[config.mk]
export PLATFORM = sky130hd
export DESIGN_NAME = md_tag_mismatch_parser_unit
export DESIGN_NICKNAME = d
export VERILOG_FILES = /design/src/design/mdtp_pkg.sv /design/src/design/mdtp_core.sv /design/src/design/mdtp_out_stage.sv /design/src/design/md_tag_mismatch_parser_unit.sv
export SDC_FILE = /design/constraint.sdc
export NUM_CORES = 1
export LEC_CHECK = 0
export BUFFER_PORTS_ARGS = -buffer_cell sky130_fd_sc_hd__buf_2
export CELL_PAD_IN_SITES_DETAIL_PLACEMENT = 0
export CELL_PAD_IN_SITES_GLOBAL_PLACEMENT = 1
export CORE_MARGIN = 8
export CORE_UTILIZATION = 49
export DETAILED_ROUTE_END_ITERATION = 12
export PLACE_DENSITY_LB_ADDON = 0.1
export SKIP_CTS_REPAIR_TIMING = 1
export SLEW_MARGIN = 20
export SYNTH_ARGS = -nofsm -noshare
export SYNTH_HDL_FRONTEND = slang
export SYNTH_SLANG_ARGS = --single-unit
export TNS_END_PERCENT = 5
[constraint.sdc]
create_clock -name clk -period 16.3 [get_ports clk]
set_input_delay 2.445 -clock clk [delete_from_list [all_inputs] [get_ports clk]]
set_output_delay 2.445 -clock clk [all_outputs]
set_load 0.02 [all_outputs]
[src/design/mdtp_pkg.sv]
// ----------------------------------------------------------------------------
// mdtp_pkg
// Shared types and constants for the MD tag mismatch parser: item structs,
// the ASCII codes the parser recognizes and the reference base codes.
// ----------------------------------------------------------------------------
package mdtp_pkg;

  localparam int INDEX_WIDTH = 16;
  localparam int CHAR_WIDTH  = 8;
  localparam int BASE_WIDTH  = 3;

  localparam logic [INDEX_WIDTH-1:0] IDX_MAX = {INDEX_WIDTH{1'b1}};

  localparam logic [CHAR_WIDTH-1:0] CHAR_ZERO  = 8'h30;
  localparam logic [CHAR_WIDTH-1:0] CHAR_NINE  = 8'h39;
  localparam logic [CHAR_WIDTH-1:0] CHAR_CARET = 8'h5E;
  localparam logic [CHAR_WIDTH-1:0] CHAR_A     = 8'h41;
  localparam logic [CHAR_WIDTH-1:0] CHAR_C     = 8'h43;
  localparam logic [CHAR_WIDTH-1:0] CHAR_G     = 8'h47;
  localparam logic [CHAR_WIDTH-1:0] CHAR_T     = 8'h54;
  localparam logic [CHAR_WIDTH-1:0] CHAR_N     = 8'h4E;

  localparam logic [BASE_WIDTH-1:0] BASE_A = 3'd0;
  localparam logic [BASE_WIDTH-1:0] BASE_C = 3'd1;
  localparam logic [BASE_WIDTH-1:0] BASE_G = 3'd2;
  localparam logic [BASE_WIDTH-1:0] BASE_T = 3'd3;
  localparam logic [BASE_WIDTH-1:0] BASE_N = 3'd4;

  typedef struct packed {
    logic [CHAR_WIDTH-1:0] md_char;
    logic                  record_start;
  } md_in_t;

  typedef struct packed {
    logic [INDEX_WIDTH-1:0] match_index;
    logic [BASE_WIDTH-1:0]  ref_base;
    logic                   bad_char;
  } md_out_t;

  // Result of one parsing step, handed from the core to the output stage.
  typedef struct packed {
    logic    valid;
    md_out_t item;
  } mdtp_res_t;

endpackage

[src/design/mdtp_core.sv]
// ----------------------------------------------------------------------------
// mdtp_core
// Parser state (run count, matched-base index, deletion flag) and the
// single-pass next-state and result logic for one character.
// ----------------------------------------------------------------------------
module mdtp_core
  import mdtp_pkg::*;
(
  input  logic      clk,
  input  logic      rst,
  input  logic      step,
  input  md_in_t    item,
  output mdtp_res_t res
);

  localparam int PROD_WIDTH = INDEX_WIDTH + 4;

  logic [INDEX_WIDTH-1:0] pending_count, pending_count_next;
  logic [INDEX_WIDTH-1:0] base_index, base_index_next;
  logic                   in_deletion, in_deletion_next;

  logic [INDEX_WIDTH-1:0] pc, bi;
  logic                   del;
  logic [PROD_WIDTH-1:0]  run_sum;
  logic [INDEX_WIDTH:0]   fold_sum;
  logic [INDEX_WIDTH-1:0] folded;
  logic [INDEX_WIDTH-1:0] folded_inc;
  logic [INDEX_WIDTH-1:0] digit_run;
  logic                   is_digit, is_caret, is_base;
  logic [BASE_WIDTH-1:0]  base_code;

  // A record start clears the state before the character is handled.
  assign pc  = item.record_start ? '0 : pending_count;
  assign bi  = item.record_start ? '0 : base_index;
  assign del = item.record_start ? 1'b0 : in_deletion;

  assign run_sum = PROD_WIDTH'(pc) * PROD_WIDTH'(10)
                 + PROD_WIDTH'(item.md_char[3:0]);
  assign digit_run = (run_sum > PROD_WIDTH'(IDX_MAX)) ? IDX_MAX
                                                       : run_sum[INDEX_WIDTH-1:0];

  assign fold_sum   = {1'b0, bi} + {1'b0, pc};
  assign folded     = fold_sum[INDEX_WIDTH] ? IDX_MAX : fold_sum[INDEX_WIDTH-1:0];
  assign folded_inc = (folded == IDX_MAX) ? IDX_MAX : folded + INDEX_WIDTH'(1);

  always_comb begin
    is_digit  = item.md_char inside {[CHAR_ZERO:CHAR_NINE]};
    is_caret  = (item.md_char == CHAR_CARET);
    is_base   = 1'b1;
    base_code = BASE_A;
    case (item.md_char)
      CHAR_A:  base_code = BASE_A;
      CHAR_C:  base_code = BASE_C;
      CHAR_G:  base_code = BASE_G;
      CHAR_T:  base_code = BASE_T;
      CHAR_N:  base_code = BASE_N;
      default: is_base = 1'b0;
    endcase
  end

  always_comb begin
    pending_count_next = pc;
    base_index_next    = bi;
    in_deletion_next   = del;
    res.valid            = 1'b0;
    res.item.match_index = bi;
    res.item.ref_base    = BASE_A;
    res.item.bad_char    = 1'b0;
    if (is_digit) begin
      pending_count_next = digit_run;
      in_deletion_next   = 1'b0;
    end else if (is_caret) begin
      pending_count_next = '0;
      base_index_next    = folded;
      in_deletion_next   = 1'b1;
    end else if (is_base) begin
      pending_count_next = '0;
      if (del) begin
        base_index_next = folded;
      end else begin
        base_index_next      = folded_inc;
        res.valid            = 1'b1;
        res.item.match_index = folded;
        res.item.ref_base    = base_code;
      end
    end else begin
      // Unknown characters report the current index and leave state alone.
      res.valid         = 1'b1;
      res.item.bad_char = 1'b1;
    end
  end

  always_ff @(posedge clk) begin
    if (rst) begin
      pending_count <= '0;
      base_index    <= '0;
      in_deletion   <= 1'b0;
    end else if (step) begin
      pending_count <= pending_count_next;
      base_index    <= base_index_next;
      in_deletion   <= in_deletion_next;
    end
  end

`ifndef SYNTHESIS
  a_mismatch_advances: assert property (@(posedge clk) disable iff (rst)
    (step && res.valid && !res.item.bad_char) |=>
      (base_index == IDX_MAX ||
       base_index == $past(res.item.match_index) + INDEX_WIDTH'(1)))
    else $error("index did not advance after a mismatch");

  a_bad_keeps_base: assert property (@(posedge clk) disable iff (rst)
    (step && res.valid && res.item.bad_char) |=> base_index == $past(bi))
    else $error("bad character changed the base index");

  a_digit_leaves_deletion: assert property (@(posedge clk) disable iff (rst)
    (step && is_digit) |=> !in_deletion)
    else $error("digit did not leave deletion");
`endif

endmodule

[src/design/mdtp_out_stage.sv]
// ----------------------------------------------------------------------------
// mdtp_out_stage
// Result register: holds one result item until the receiver takes it.
// ----------------------------------------------------------------------------
module mdtp_out_stage
  import mdtp_pkg::*;
(
  input  logic      clk,
  input  logic      rst,
  input  logic      step,
  input  mdtp_res_t res,
  input  logic      hit_stall,
  output logic      hit_valid,
  output md_out_t   hit_item
);

  logic load;

  assign load = step && res.valid;

  always_ff @(posedge clk) begin
    if (rst) begin
      hit_valid <= 1'b0;
    end else if (load) begin
      hit_valid <= 1'b1;
    end else if (!hit_stall) begin
      hit_valid <= 1'b0;
    end
  end

  always_ff @(posedge clk) begin
    if (load) begin
      hit_item <= res.item;
    end
  end

`ifndef SYNTHESIS
  a_no_overwrite: assert property (@(posedge clk) disable iff (rst)
    load |-> !(hit_valid && hit_stall))
    else $error("result register overwritten while stalled");

  a_load_sets_valid: assert property (@(posedge clk) disable iff (rst)
    load |=> hit_valid)
    else $error("loaded result not presented");

  a_idle_drains: assert property (@(posedge clk) disable iff (rst)
    (!load && hit_valid && !hit_stall) |=> !hit_valid)
    else $error("taken result presented twice");
`endif

endmodule

[src/design/md_tag_mismatch_parser_unit.sv]
// ----------------------------------------------------------------------------
// md_tag_mismatch_parser_unit
// Parses an MD tag one character per item and reports mismatch positions.
// ----------------------------------------------------------------------------
// The char channel (char_valid, char_stall, char_item) carries one ASCII
// character of the MD tag per item; record_start marks the first character
// of a new tag and clears the parser state before it is handled.
// The hit channel (hit_valid, hit_stall, hit_item) carries zero or one
// result per character: a mismatch position with its reference base, or a
// bad-character report.
// A character is taken into the input register and parsed from there once
// the result register can advance; its result is then loaded into the result
// register, which presents it on the hit channel.
// One character is taken every cycle while the hit channel does not stall; the
// loop that updates run count and index sets that figure.
// When the receiver stalls, the result register holds and the input
// register fills; after that char_stall rises until the result is taken.
// Synchronous reset empties both registers and clears the parser state.
// ----------------------------------------------------------------------------
module md_tag_mismatch_parser_unit
  import mdtp_pkg::*;
(
  input  logic    clk,
  input  logic    rst,
  input  logic    char_valid,
  output logic    char_stall,
  input  md_in_t  char_item,
  output logic    hit_valid,
  input  logic    hit_stall,
  output md_out_t hit_item
);

  logic      s1_valid;
  md_in_t    s1_item;
  logic      advance;
  logic      step;
  logic      accept;
  mdtp_res_t res;

  assign advance    = !(hit_valid && hit_stall);
  assign step       = s1_valid && advance;
  assign char_stall = s1_valid && !advance;
  assign accept     = char_valid && !char_stall;

  always_ff @(posedge clk) begin
    if (rst) begin
      s1_valid <= 1'b0;
    end else if (accept) begin
      s1_valid <= 1'b1;
    end else if (advance) begin
      s1_valid <= 1'b0;
    end
  end

  always_ff @(posedge clk) begin
    if (accept) begin
      s1_item <= char_item;
    end
  end

  mdtp_core u_core (
    .clk  (clk),
    .rst  (rst),
    .step (step),
    .item (s1_item),
    .res  (res)
  );

  mdtp_out_stage u_out (
    .clk       (clk),
    .rst       (rst),
    .step      (step),
    .res       (res),
    .hit_stall (hit_stall),
    .hit_valid (hit_valid),
    .hit_item  (hit_item)
  );

`ifndef SYNTHESIS
  a_stall_only_when_full: assert property (@(posedge clk) disable iff (rst)
    char_stall |-> (s1_valid && hit_valid && hit_stall))
    else $error("input stalled with room to spare");

  a_held_item_kept: assert property (@(posedge clk) disable iff (rst)
    (s1_valid && !advance) |=> (s1_valid && $stable(s1_item)))
    else $error("waiting item lost");

  a_accept_fills: assert property (@(posedge clk) disable iff (rst)
    accept |=> s1_valid)
    else $error("accepted item not registered");
`endif

endmodule

After elaboration in Yosys (flattened, before gate mapping). Index checks and enable logic that the tools add are counted. Widths: inputs -> output; s select.

Input bits: 13. Register bits: 64. Output and inout bits: 22.

Equal/unequal tests: 9. Bitwise logic cells: 1. Magnitude comparators: 3. Multiplexer cells: 27. Multiply operators: 1. Reductions and logical operators: 11. Add/sub/neg operators: 3.

Operator list (count): $mux 16 (12); $eq 8x7->1 const B (6); $mux 21 (2); $add 20x4->20 (1); $gt 20x16->1 const B (1); $mux 20 (1); $mul 16x3->19 const B (1); $mux 19 (1); $add 16x16->17 (1); $add 16x1->16 const B (1); $eq 16x16->1 const B (1); $pmux 3 s4 (1); $mux 1 (10); $ge 8x6->1 const B (1); $le 8x6->1 const B (1); $logic_and 1x1->1 (6); $reduce_or 5->1 (1); $reduce_or 4->1 (1); $logic_not 1->1 (2); $ne 2x1->1 const B (1); $ne 2x2->1 const B (1); $reduce_or 2->1 (1); $not 1->1 (1).

Logic depth before layout (Yosys ltp). Gate-level depths: netlist of run 1.

Word-level depth: 9. Mapped depth: 26. Mapped depth without buffers: 20.

Modules after synthesis. Synthesis of run 1 repeated with hierarchy kept, for this count alone.

Cells, all modules: 806. Area total of the unflattened synthesis: 6278.5 sq um.

By module, submodules not included: mdtp_core (seq. area each 660.6 sq um, times used 1, cells an instance 766, area an instance 5311.3 sq um); mdtp_out_stage (seq. area each 620.6 sq um, times used 1, cells an instance 24, area an instance 639.4 sq um); md_tag_mismatch_parser_unit (seq. area each 290.3 sq um, times used 1, cells an instance 16, area an instance 327.8 sq um).

Worst setup path after synthesis of run 1. No wires, ideal clock.

Kind: register to register. From: register s1_item[0] (netlist bit). To: register u_core.pending_count[10]. Clock period less this slack: 5.486 ns. Cell stages (with the launch flop): 22. Buffers on the path: 7. Setup slack: 10.814 ns. Arrival time: 5.358 ns. Cells stage by stage: edfxtp_1 -> buf_1 -> clkbuf_1 -> clkbuf_1 -> clkbuf_1 -> clkbuf_1 -> clkbuf_1 -> nor2_1 -> ha_1 -> inv_1 -> fa_1 -> nor2b_1 -> o21a_1 -> o21a_1 -> or2_1 -> or4_1 -> nor4_2 -> nand4b_1 -> or4_1 -> a21oi_2 -> buf_2 -> o21ai_0.

Longest elaborated chain between the ends: 6.

RTL lines: start, declared (line md_tag_mismatch_parser_unit.sv:34) `md_in_t s1_item;`; start signal, assigned (line md_tag_mismatch_parser_unit.sv:57) `s1_item <= char_item;`; $mux 16 (*) (line mdtp_core.sv:33) `assign pc = item.record_start ? '0 : pending_count;`; $mul 16x3->19 (line mdtp_core.sv:37) `assign run_sum = PROD_WIDTH'(pc) * PROD_WIDTH'(10)`; $add 20x4->20 (line mdtp_core.sv:38) `+ PROD_WIDTH'(item.md_char[3:0]);`; $gt 20x16->1 (line mdtp_core.sv:39) `assign digit_run = (run_sum > PROD_WIDTH'(IDX_MAX)) ? IDX_MAX`; $mux 16 (line mdtp_core.sv:39); $mux 16 (*) (line mdtp_core.sv:69) `if (is_digit) begin`; end signal, assigned (line mdtp_core.sv:99) `pending_count <= pending_count_next;`; end, declared (line mdtp_core.sv:18) `logic [INDEX_WIDTH-1:0] pending_count, pending_count_next;`.

Every way passes the cells marked *; elsewhere a longest branch is shown, timed or not. A chain may end at the register's enable or synchronous reset.

Final worst setup path of run 1.
From: register s1_item[0] (netlist bit). To: register u_core.base_index[3].

Longest elaborated chain between the ends: 9.

RTL lines: $mux 16, on equally long branches (line mdtp_core.sv:34, mdtp_core.sv:33); $add 16x16->17 (line mdtp_core.sv:42) `assign fold_sum = {1'b0, bi} + {1'b0, pc};`; $mux 16 (line mdtp_core.sv:43) `assign folded = fold_sum[INDEX_WIDTH] ? IDX_MAX : fold_sum[INDEX_WIDTH-1:0];`; $add 16x1->16 / $eq 16x16->1 (equally long branches) (line mdtp_core.sv:44) `assign folded_inc = (folded == IDX_MAX) ? IDX_MAX : folded + INDEX_WIDTH'(1);`; $mux 16 (line mdtp_core.sv:44); $mux 16 (line mdtp_core.sv:78) `if (del) begin`; $mux 16 (line mdtp_core.sv:76) `end else if (is_base) begin`; $mux 16 (line mdtp_core.sv:72) `end else if (is_caret) begin`; $mux 16 (*) (line mdtp_core.sv:69); end signal, assigned (line mdtp_core.sv:100) `base_index <= base_index_next;`; end, declared (line mdtp_core.sv:19) `logic [INDEX_WIDTH-1:0] base_index, base_index_next;`.

Marks and branches as above.

==> impl_metrics.csv, run 1 <==
group,metric,value,unit
placed_design,gp_congestion,0.913,
setup_path,critical_path_class,"flop to flop",
setup_path,worst-path-stages,22,
cts,cts_root_buf,"clkbuf_16",
setup_path,critPathSlowestCell,"buf_4",
run_status,outcome,"completed",
sta,rsz0062_at_grt,"no",
die,io_pins,35,
hold_path,worstHoldPathCells,1,
logic_synthesis,seq_area_frac_synth,0.264,
final_layout,syn_to_final_growth,8.21,%
routing,antenna_left,0,
logic_synthesis,ys_types,80,
cts,cts_tree,"yes",
run,cap_violations,0,
power_and_ir_drop,p_leak,2.32,nW
sta,period_needed,5630,ps
die,start_util,0.498,
cts,clk_pin_slew,50,ps
logic_synthesis,mappedNetlistArea,5960,um^2
sta,finalHoldViolations,0,
setup_path,worst-path-buf-inv,6,
die,core,12000,um^2
setup_path,required,16530,ps
logic_synthesis,synth-edff-count,29,
final_layout,nFillCells,1123,
sta,fin_skew,11.1,ps
power_and_ir_drop,power_frac_comb,0.082,
logic_synthesis,ys_seq_elements,64,
cts,cts_max_path_buffers,2,
logic_synthesis,yosys_most_used_dff,"dfxtp_1",
power_and_ir_drop,switching_share,0.250,
global_route,overflow,0,
global_route,grt_max_degree,59,
power_and_ir_drop,p_switching,101,uW
setup_path,reg2reg_depth,22,
setup_path,cp-start-kind,"flop",
sta,post-route-period-util,0.345,
sta,max_freq,178,MHz
routing,wl_per_cell,19.8,um
sta,finalSetupViolCount,0,
cts,clock-sinks,64,
global_route,grt_pass1_vias,5561,
power_and_ir_drop,power,404,uW
setup_path,max_stage_delay,510,ps
setup_path,crit_path_max_fanout,58,
logic_synthesis,synth_fp_nets,804,
setup_path,crit_family,"compound AO/OA/AOI/OAI gates",
logic_synthesis,ys_async_sr_fraction,0,
die,die_h,126,um
power_and_ir_drop,peakVddDrop,0.0000426,V
setup_path,worst_setup_path_end_kind,"flop",
routing,first_pass_iters,5,
final_layout,nNetsFinal,806,
cts,cts-buffers-inserted,9,
sta,slew_headroom,0.365,
sta,final.setup.tns,0,ps
global_route,grt_use_total,0.227,
power_and_ir_drop,p_clk_frac,0.482,
die,die_area,15900,um^2
logic_synthesis,ys_warn_count,0,
setup_path,path_cells,"buf_4, inv_1, buf_4, nand2_1, inv_1, ha_1, ha_1, a21oi_1, a21oi_1, nor2_1, o21a_1, o211ai_1, and2_1, buf_4, nor2_1, inv_1, ha_1, nand2_1, o32a_1, o21a_1, nand3_1, a22o_1",
power_and_ir_drop,power_density,62.6,nW/um^2
logic_synthesis,syn_avg_cell_area,7.78,um^2
global_route,grt_pass1_wl,29.3,mm
power_and_ir_drop,p_int,303,uW
routing,drc,0,
setup_path,worst-endpoint-arrival,5850,ps
sta,tightestPinTransition,942,ps
final_layout,final_layout_size_suffix_gt1_frac,0.0983,
cts,clk-insertion-delay-late,340,ps
logic_synthesis,synthCells,766,
placed_design,port_buffers,34,
cts,htreeDepth,3,
routing,vias,5972,
die,die_w,126,um
routing,routed_wirelength,18.2,mm
power_and_ir_drop,seqPwrFrac,0.436,
routing,drtIter0Drc,593,
final_layout,insertedDiodeCount,0,
hold_path,hp-class,"flop to flop",
placed_design,dpl.hpwl,13.3,mm
routing,post_drt_via_cell_ratio,6.49,
sta,drv_slew,0,
global_route,antenna_found_initial,0,
die,rows,40,
## cell families (layout without fill, tap and decap cells)
logic type	after synthesis	in the layout	synth area share
muxes	6	6	0.0105
xor gates and xnor gates	55	55	0.0834
DFF	64	64	0.264
adders and majority gates	26	26	0.0554
and+or+nand+nor	287	287	0.244
buffers and inverters	73	80	0.0493
AOI/OAI and AO/OA	255	255	0.294
## worst paths after layout
check	startpoint	to	slack, ps
hold reg to reg	u_core.base_index[15]	u_core.base_index[15]	480
setup reg to reg	s1_item[0]	u_core.base_index[3]	10670
setup / recovery	s1_item[0]	u_core.base_index[3]	10670
hold / removal	u_core.base_index[15]	u_core.base_index[15]	480
## through the flow
| step | hold WS, ps | cell area, um^2 | worst slack, ps | util | instances |
|---|---|---|---|---|---|
| 2_1_floorplan | 434 | 5960 | 10810 | - | 766 |
| 3_3_place_gp | 445 | 6160 | 10960 | 0.515 | 904 |
| 3_5_place_dp | 460 | 6160 | 10840 | 0.515 | 904 |
| 4_1_cts | 472 | 6450 | 10800 | 0.539 | 920 |
| 5_1_grt | 494 | 6450 | 10310 | 0.539 | 920 |
| 6_report | 476 | 6450 | 10670 | 0.539 | 920 |
## cell usage in the layout (no fill, tap or decap), types with 8 or more instances in the layout
cell type  instances
nor2b_1           16
o21a_1            11
edfxtp_1          29
dfxtp_1           35
and3_1            18
a211oi_1          13
ha_1              24
xor2_1            12
o21ai_0           56
a21oi_1           49
a31oi_1           12
nor4_1             8
nand3_1           24
buf_2             34
nand2_1           70
nor3_1            20
a22oi_1           17
nand2b_1           8
nor2_1            72
clkbuf_16          9
inv_1             23
xnor2_1           41
o211ai_1          18
and2_1             9
## area by class of cell
type,count,area (um^2),area share
Tap cell,147,184,0.0285
Clock inverter,5,47.5,0.00737
Timing Repair Buffer,41,223,0.0345
Clock buffer,11,243,0.0376
Multi-Input combinational cell,629,4090,0.635
Inverter,23,86.3,0.0134
Sequential cell,64,1570,0.244
## worst register-to-register path, stage by stage, from the launching register on
cell and delay [ps]:
edfxtp_1 320, buf_4 510, inv_1 350, buf_4 310
nand2_1 130, inv_1 60, ha_1 220, ha_1 230
a21oi_1 300, a21oi_1 140, nor2_1 220, o21a_1 280
o211ai_1 160, and2_1 170, buf_4 220, nor2_1 210
inv_1 90, ha_1 220, nand2_1 250, o32a_1 320
o21a_1 440, nand3_1 130, a22o_1 230
## power groups by stage
| stage | clock (mW) | sequential [mW] | combinational, mW |
|---|---|---|---|
| floorplan | 0 | 0.182 | 0.0182 |
| global placement | 0 | 0.179 | 0.0324 |
| detailed placement | 0 | 0.179 | 0.0327 |
| CTS | 0.196 | 0.176 | 0.0328 |
| global route | 0.201 | 0.177 | 0.0355 |
| finish | 0.195 | 0.176 | 0.0331 |
## Yosys cell counts, types with 16 or more instances
| cell type | count | area, um^2 |
|---|---|---|
| and3_1 | 18 | 113 |
| a22oi_1 | 17 | 128 |
| a21oi_1 | 49 | 245 |
| inv_1 | 23 | 86.3 |
| o21ai_0 | 56 | 280 |
| nor2_1 | 72 | 270 |
| dfxtp_1 | 35 | 701 |
| o211ai_1 | 18 | 135 |
| ha_1 | 24 | 300 |
| xnor2_1 | 41 | 359 |
| edfxtp_1 | 29 | 871 |
| nor2b_1 | 16 | 100 |
| nand3_1 | 24 | 120 |
| nor3_1 | 20 | 100 |
| nand2_1 | 70 | 263 |
| clkbuf_1 | 34 | 128 |
## routing by layer
layer,track usage,vias up,wire (um)
li1,-,2866,-
met1,0.296,2826,8210
met2,0.360,237,8140
met3,0.0270,43,1140
met4,0.124,0,704
met5,0,-,0
## state kept, by name, summed over array words and instances, names as in the netlist
signal                cells
u_core.in_deletion        1
u_core.pending_count     16
s1_item                   9
u_out.hit_valid           1
u_out.hit_item           20
s1_valid                  1
u_core.base_index        16
(Power assumes the default switching activity.)
==> inputs of run 2 (changes only) <==
- ABC_AREA: unset -> 1
- CORE_UTILIZATION: 49 -> 45
- clock period: 16.3 -> 5.6 ns (I/O delays scaled with it)
==> run 2 against run 1 <==
Compared with the run above: register-to-register slack lost 9300 ps; wire length up 3.4%; via count rose by 7.7%; sequential share of layout area is 2.1 points lower; critical path depth fell by 1; critical endpoint is now u_core.pending_count[11]; utilization down 3.4 points; clock-buffer cell count fell by 2; global-route usage decreased by 1.6 points; power rose to 3.5 times the previous value; worst hold slack better by 8.9 ps; synthesized cell count is 32% higher; highest routed layer unchanged; non-clock buffer count shrank 2.
==> impl_metrics.csv, run 2 <==
group,metric,value,unit
die,io_pins,35,
die,start_util,0.463,
die,rows,43,
cts,clk_pin_slew,60,ps
die,die_h,136,um
cts,cts_root_buf,"clkbuf_16",
sta,tightestPinTransition,769,ps
final_layout,layout_common_cells,"nand2_1 (289), inv_1 (116), nor2_1 (102)",
routing,drtIter0Drc,459,
setup_path,regToRegStartpoint,"s1_item[0]",
setup_path,crit_start,"s1_item[0]",
power_and_ir_drop,peakVddDrop,0.000129,V
run_status,outcome,"completed",
power_and_ir_drop,p_leak,3.40,nW
hold_path,min-delay-start,"u_core.base_index[14]",
cts,cts_tree,"yes",
die,die_area,18400,um^2
final_layout,mostFrequentLayoutCell,"nand2_1",
routing,routed_wirelength,18.8,mm
setup_path,r2r_slack,1400,ps
sta,final.setup.tns,0,ps
routing,antenna_left,0,
logic_synthesis,syn_avg_cell_area,6.37,um^2
routing,first_pass_iters,5,
setup_path,cp-start-kind,"flop",
logic_synthesis,synthCells,1012,
setup_path,required,5830,ps
placed_design,gp_congestion,0.880,
final_layout,nNetsFinal,1074,
logic_synthesis,mappedNetlistArea,6450,um^2
global_route,grt_pass1_wl,31.1,mm
cts,htreeDepth,3,
logic_synthesis,synth_fp_nets,1050,
logic_synthesis,ys_types,48,
placed_design,place_area,6690,um^2
global_route,overflow,0,
sta,period_needed,4200,ps
logic_synthesis,synthTopCellsByCount,"nand2_1 (289), inv_1 (116), nor2_1 (102)",
placed_design,port_buffers,34,
logic_synthesis,yosys-top-cells-area,"nand2_1 (17%), edfxtp_1 (14%), dfxtp_1 (11%), inv_1 (6.8%), o21ai_0 (6.3%)",
sta,finalSetupViolCount,0,
logic_synthesis,synth_top_area_frac,0.168,
cts,cts-buffers-inserted,9,
routing,wl_per_cell,15.4,um
logic_synthesis,synthMostInstantiatedCell,"nand2_1",
final_layout,regMostFlops,"u_out.hit_item",
setup_path,worst_setup_path_end_kind,"flop",
final_layout,largestRegisters,"u_out.hit_item: 20 flops, u_core.base_index: 16 flops, u_core.pending_count: 16 flops",
global_route,antenna_found_initial,0,
final_layout,post-route-util,0.505,
logic_synthesis,synth-edff-count,29,
setup_path,critical_path_class,"flop to flop",
die,die_w,136,um
sta,slew_headroom,0.487,
sta,rsz0062_at_grt,"no",
final_layout,insertedDiodeCount,0,
sta,finalHoldViolations,0,
final_layout,final_area,7040,um^2
final_layout,syn_to_final_growth,9.22,%
final_layout,final_cells,1221,
sta,drv_slew,0,
cts,cts_max_path_buffers,2,
power_and_ir_drop,power_density,202,nW/um^2
setup_path,worst-endpoint-arrival,4430,ps
power_and_ir_drop,power,1.42,mW
routing,drc,0,
cts,clock-sinks,64,
final_layout,largest_reg_flops,20,
sta,max_freq,238,MHz
global_route,grt_pass1_vias,5980,
placed_design,dpl.hpwl,14.8,mm
logic_synthesis,ys_seq_elements,64,
sta,fin_skew,8.80,ps
routing,vias,6429,
cts,clk-insertion-delay-late,340,ps
final_layout,final_layout_size_suffix_gt1_frac,0.157,
routing,post_drt_via_cell_ratio,5.27,
logic_synthesis,yosys_most_used_dff,"dfxtp_1",
sta,post-route-period-util,0.749,
hold_path,hp-class,"flop to flop",
placed_design,dp.cells,1205,
logic_synthesis,seq_area_frac_synth,0.244,
logic_synthesis,ys_async_sr_fraction,0,
run,cap_violations,0,
global_route,grt_use_total,0.211,
setup_path,crit_path_max_fanout,52,
logic_synthesis,ys_warn_count,0,
die,core,13900,um^2
global_route,grt_max_degree,53,
logic_synthesis,yosys.area.top_type,"nand2_1",
[run 2: layout make-up]
class / instances / area, um^2
Sequential cell: 64 / 1570
Multi-Input combinational cell: 794 / 4200
Timing Repair Buffer: 39 / 208
Clock buffer: 9 / 225
Clock inverter: 7 / 125
Inverter: 128 / 488
Tap cell: 180 / 225
Fill cell: 1477 / 6890
[run 2: worst max-delay path, cell delays in order (launching register included)]
cell and delay (ps):
edfxtp_1 570, inv_8 350, nand2_1 220, nor2_1 200, nor2_1 60, ha_1 340, nand3_1 100, nand3_1 140
a21boi_0 280, o21ai_0 190, a21oi_1 200, inv_1 60, nand2_1 70, nand2_1 60, nor2_1 160, nand2_1 130
o21ai_1 140, nand2_1 90, nor2_4 340, nand3_1 150, a21oi_1 150, nor2_1 50
[run 2: power breakdown]
| part | switching (mW) | total, mW | internal [mW] |
|---|---|---|---|
| clock | 0.249 | 0.690 | 0.441 |
| combinational | 0.142 | 0.206 | 0.0645 |
| sequential | 0.0184 | 0.525 | 0.507 |
| total | 0.409 | 1.42 | 1.01 |
[run 2: layer usage]
metal	track usage	share of wire	wire length, um
met1	0.299	0.48	8940
met2	0.324	0.44	8190
met3	0.0223	0.064	1210
met4	0.0740	0.025	469
met5	0	0	0
[run 2: path summary, 6_finish.rpt]
path / to / cells after the start
max: u_core.pending_count[11] / 21
max reg2reg: u_core.pending_count[11] / 21
min reg2reg: u_core.base_index[14] / 2
min: u_core.base_index[14] / 2
[run 2: kinds of logic after synthesis]
group | synth area share
and+or+nand+nor | 0.413
AOI/OAI and AO/OA | 0.146
buffers and inverters | 0.105
DFF | 0.244
xor gates and xnor gates | 0.0421
adders and majority gates | 0.0497
[run 2: stage by stage]
step | hold slack (ps) | worst slack, ps
after CTS | 481 | 1350
after global routing | 503 | 931
after global placement | 474 | 1350
final | 485 | 1400
after detailed placement | 468 | 1370
after floorplan | 445 | 1780
==> inputs of run 3 (changes only) <==
- ABC_AREA: 1 -> 0
- CORE_UTILIZATION: 45 -> 42
- clock period: 5.6 -> 3.8 ns (I/O delays scaled with it)
==> run 3 against run 2 <==
Compared with the run above: the flow now finishes with violations (negative setup slack); sequential share of layout area shrank 1.4 points; non-clock buffer count grew 104; clock skew shrank 1.7 ps; die area shrank 0.85%; first-iteration DRC count grew 16%; final area grew 6.5%; flip-flop and latch count is the same; wire length grew 9.1%; maximum frequency grew 8.9%; cell count shrank 14%; highest routed layer unchanged; worst hold slack lost 88 ps; clock power grew 42%.
==> impl_metrics.csv, run 3 (synthesized netlist as in run 1, its figures left out) <==
group,metric,value,unit
run_status,outcome,"complete, but fails checks",
run_status,violations,"negative setup slack",
sta,tightestPinTransition,911,ps
setup_path,worst-path-buf-inv,2,
final_layout,final_layout_size_suffix_gt1_frac,0.238,
sta,rsz0062_at_grt,"yes",
power_and_ir_drop,power_density,255,nW/um^2
final_layout,seqCellArea,1570,um^2
placed_design,dp.cells,1036,
cts,clk_pin_slew,60,ps
die,die_w,135,um
setup_path,required,4000,ps
power_and_ir_drop,p_leak,2.87,nW
setup_path,crit_family,"simple AND/OR/NAND/NOR gates",
die,start_util,0.429,
routing,drc,0,
placed_design,gp_congestion,0.938,
sta,finalHoldViolations,0,
global_route,grt_pass1_wl,32.4,mm
die,io_pins,35,
power_and_ir_drop,seqPwrFrac,0.395,
routing,antenna_left,0,
global_route,antenna_found_initial,0,
routing,routed_wirelength,20.5,mm
power_and_ir_drop,p_int,1.44,mW
sta,period_needed,3850,ps
cts,cts_max_path_buffers,2,
die,die_area,18300,um^2
cts,cts_root_buf,"clkbuf_16",
routing,first_pass_iters,5,
final_layout,layout_common_cells,"buf_4 (105), nor2_1 (71), nand2_1 (70)",
cts,htreeDepth,3,
setup_path,regToRegStartpoint,"s1_item[0]",
global_route,grtUsageMet2,0.361,
cts,cts_tree,"yes",
hold_path,hp-class,"input port to flop",
run,cap_violations,0,
power_and_ir_drop,peakVddDrop,0.000215,V
global_route,grt_util_met3,0.0383,
final_layout,largest_reg_flops,20,
final_layout,post-route-util,0.540,
global_route,met1_usage,0.280,
die,core,13900,um^2
final_layout,mostFrequentLayoutCell,"buf_4",
cts,cts-buffers-inserted,9,
setup_path,critPathSlowestCell,"or4_4",
final_layout,syn_to_final_growth,25.9,%
power_and_ir_drop,p_switching,469,uW
routing,drtIter0Drc,532,
die,die_h,135,um
final_layout,final_area,7500,um^2
routing,post_drt_via_cell_ratio,5.95,
hold_path,min-delay-start,"char_item[2]",
placed_design,place_area,6990,um^2
sta,max_freq,259,MHz
global_route,grt_use_total,0.224,
setup_path,crit_path_max_fanout,8,
global_route,grt_max_degree,27,
cts,clock-sinks,64,
final_layout,insertedDiodeCount,0,
power_and_ir_drop,power_frac_comb,0.091,
power_and_ir_drop,power,1.91,mW
sta,slew_headroom,0.391,
sta,post-route-period-util,1.01,
setup_path,crit_top_cell,"or4_4",
global_route,overflow,0,
die,rows,43,
sta,fin_skew,7.14,ps
global_route,top_usage_layer,"met2",
routing,vias,6278,
sta,setup_slack,-53.6,ps
setup_path,crit_start,"s1_item[0]",
setup_path,path_cells,"nor2b_4, and2_1, ha_1, inv_1, fa_2, nor2b_1, o21a_1, nor3_1, or2_1, or4_4, nor4_4, nand4b_1, or4_4, a21oi_4, clkbuf_16, o21ai_0",
setup_path,max_stage_delay,510,ps
final_layout,multi_input_area,4240,um^2
setup_path,worst-endpoint-arrival,4060,ps
placed_design,port_buffers,34,
setup_path,cp-start-kind,"flop",
setup_path,worst_setup_path_end_kind,"flop",
sta,drv_slew,0,
setup_path,critical_path_class,"flop to flop",
sta,final.setup.tns,-464,ps
final_layout,nFillCells,1320,
final_layout,largestRegisters,"u_out.hit_item: 20 flops, u_core.base_index: 16 flops, u_core.pending_count: 16 flops",
final_layout,final_cells,1055,
power_and_ir_drop,switching_share,0.245,
final_layout,nNetsFinal,908,
placed_design,dpl.hpwl,15.7,mm
cts,clk-insertion-delay-late,350,ps
global_route,grt_pass1_vias,6220,
setup_path,r2r_slack,-50,ps
sta,finalSetupViolCount,16,
final_layout,regMostFlops,"u_out.hit_item",
power_and_ir_drop,p_clk_frac,0.514,
routing,wl_per_cell,19.5,um
==> run 3: cell count changes in the layout (fill, tap and decap cells not counted), moves of 17 or more <==
cell,delta
nand3_1,-45
buf_4,+100
nor2_1,-31
and3_1,+18
o21ai_0,-26
inv_1,-94
a22oi_1,+17
nand2_2,-36
nand2_1,-219
xnor2_1,+33
==> run 3: path summary, 6_finish.rpt <==
check | cells past startpoint | endpoint
worst max-delay path | 16 | u_core.pending_count[3]
worst min-delay path | 1 | s1_item[2]
worst max register to register | 16 | u_core.pending_count[3]
worst min register to register | 1 | u_core.base_index[15]
==> run 3: cell type report <==
cell class	count	area share
clock buffer	9	0.0300
clock inverter	7	0.0158
inverter	23	0.0115
multi-input combinational	629	0.566
sequential	64	0.210
tap	180	0.0300
timing repair buffer	143	0.137
==> run 3: power by group through the flow <==
| stage | registers [mW] | clock network [mW] | logic, mW |
|---|---|---|---|
| 2_1_floorplan | 0.779 | 0 | 0.0851 |
| 3_3_place_gp | 0.768 | 0 | 0.162 |
| 3_5_place_dp | 0.769 | 0 | 0.163 |
| 4_1_cts | 0.754 | 0.986 | 0.163 |
| 5_1_grt | 0.758 | 1.01 | 0.187 |
| 6_report | 0.755 | 0.981 | 0.175 |
==> run 3: through the flow <==
stage	hold slack [ps]	setup WS [ps]
finish	397	-53.6
global route	392	-228
CTS	392	-98.7
detailed placement	457	-62.8
global placement	447	19.2
floorplan	434	-679
==> run 3: routing by layer <==
metal / routed length, um / share of wire / vias to the layer above
met5: 0 / 0 / -
met4: 737 / 0.036 / 0
met3: 1250 / 0.061 / 49
met2: 9530 / 0.46 / 194
met1: 9000 / 0.44 / 2968
li1: - / - / 3067
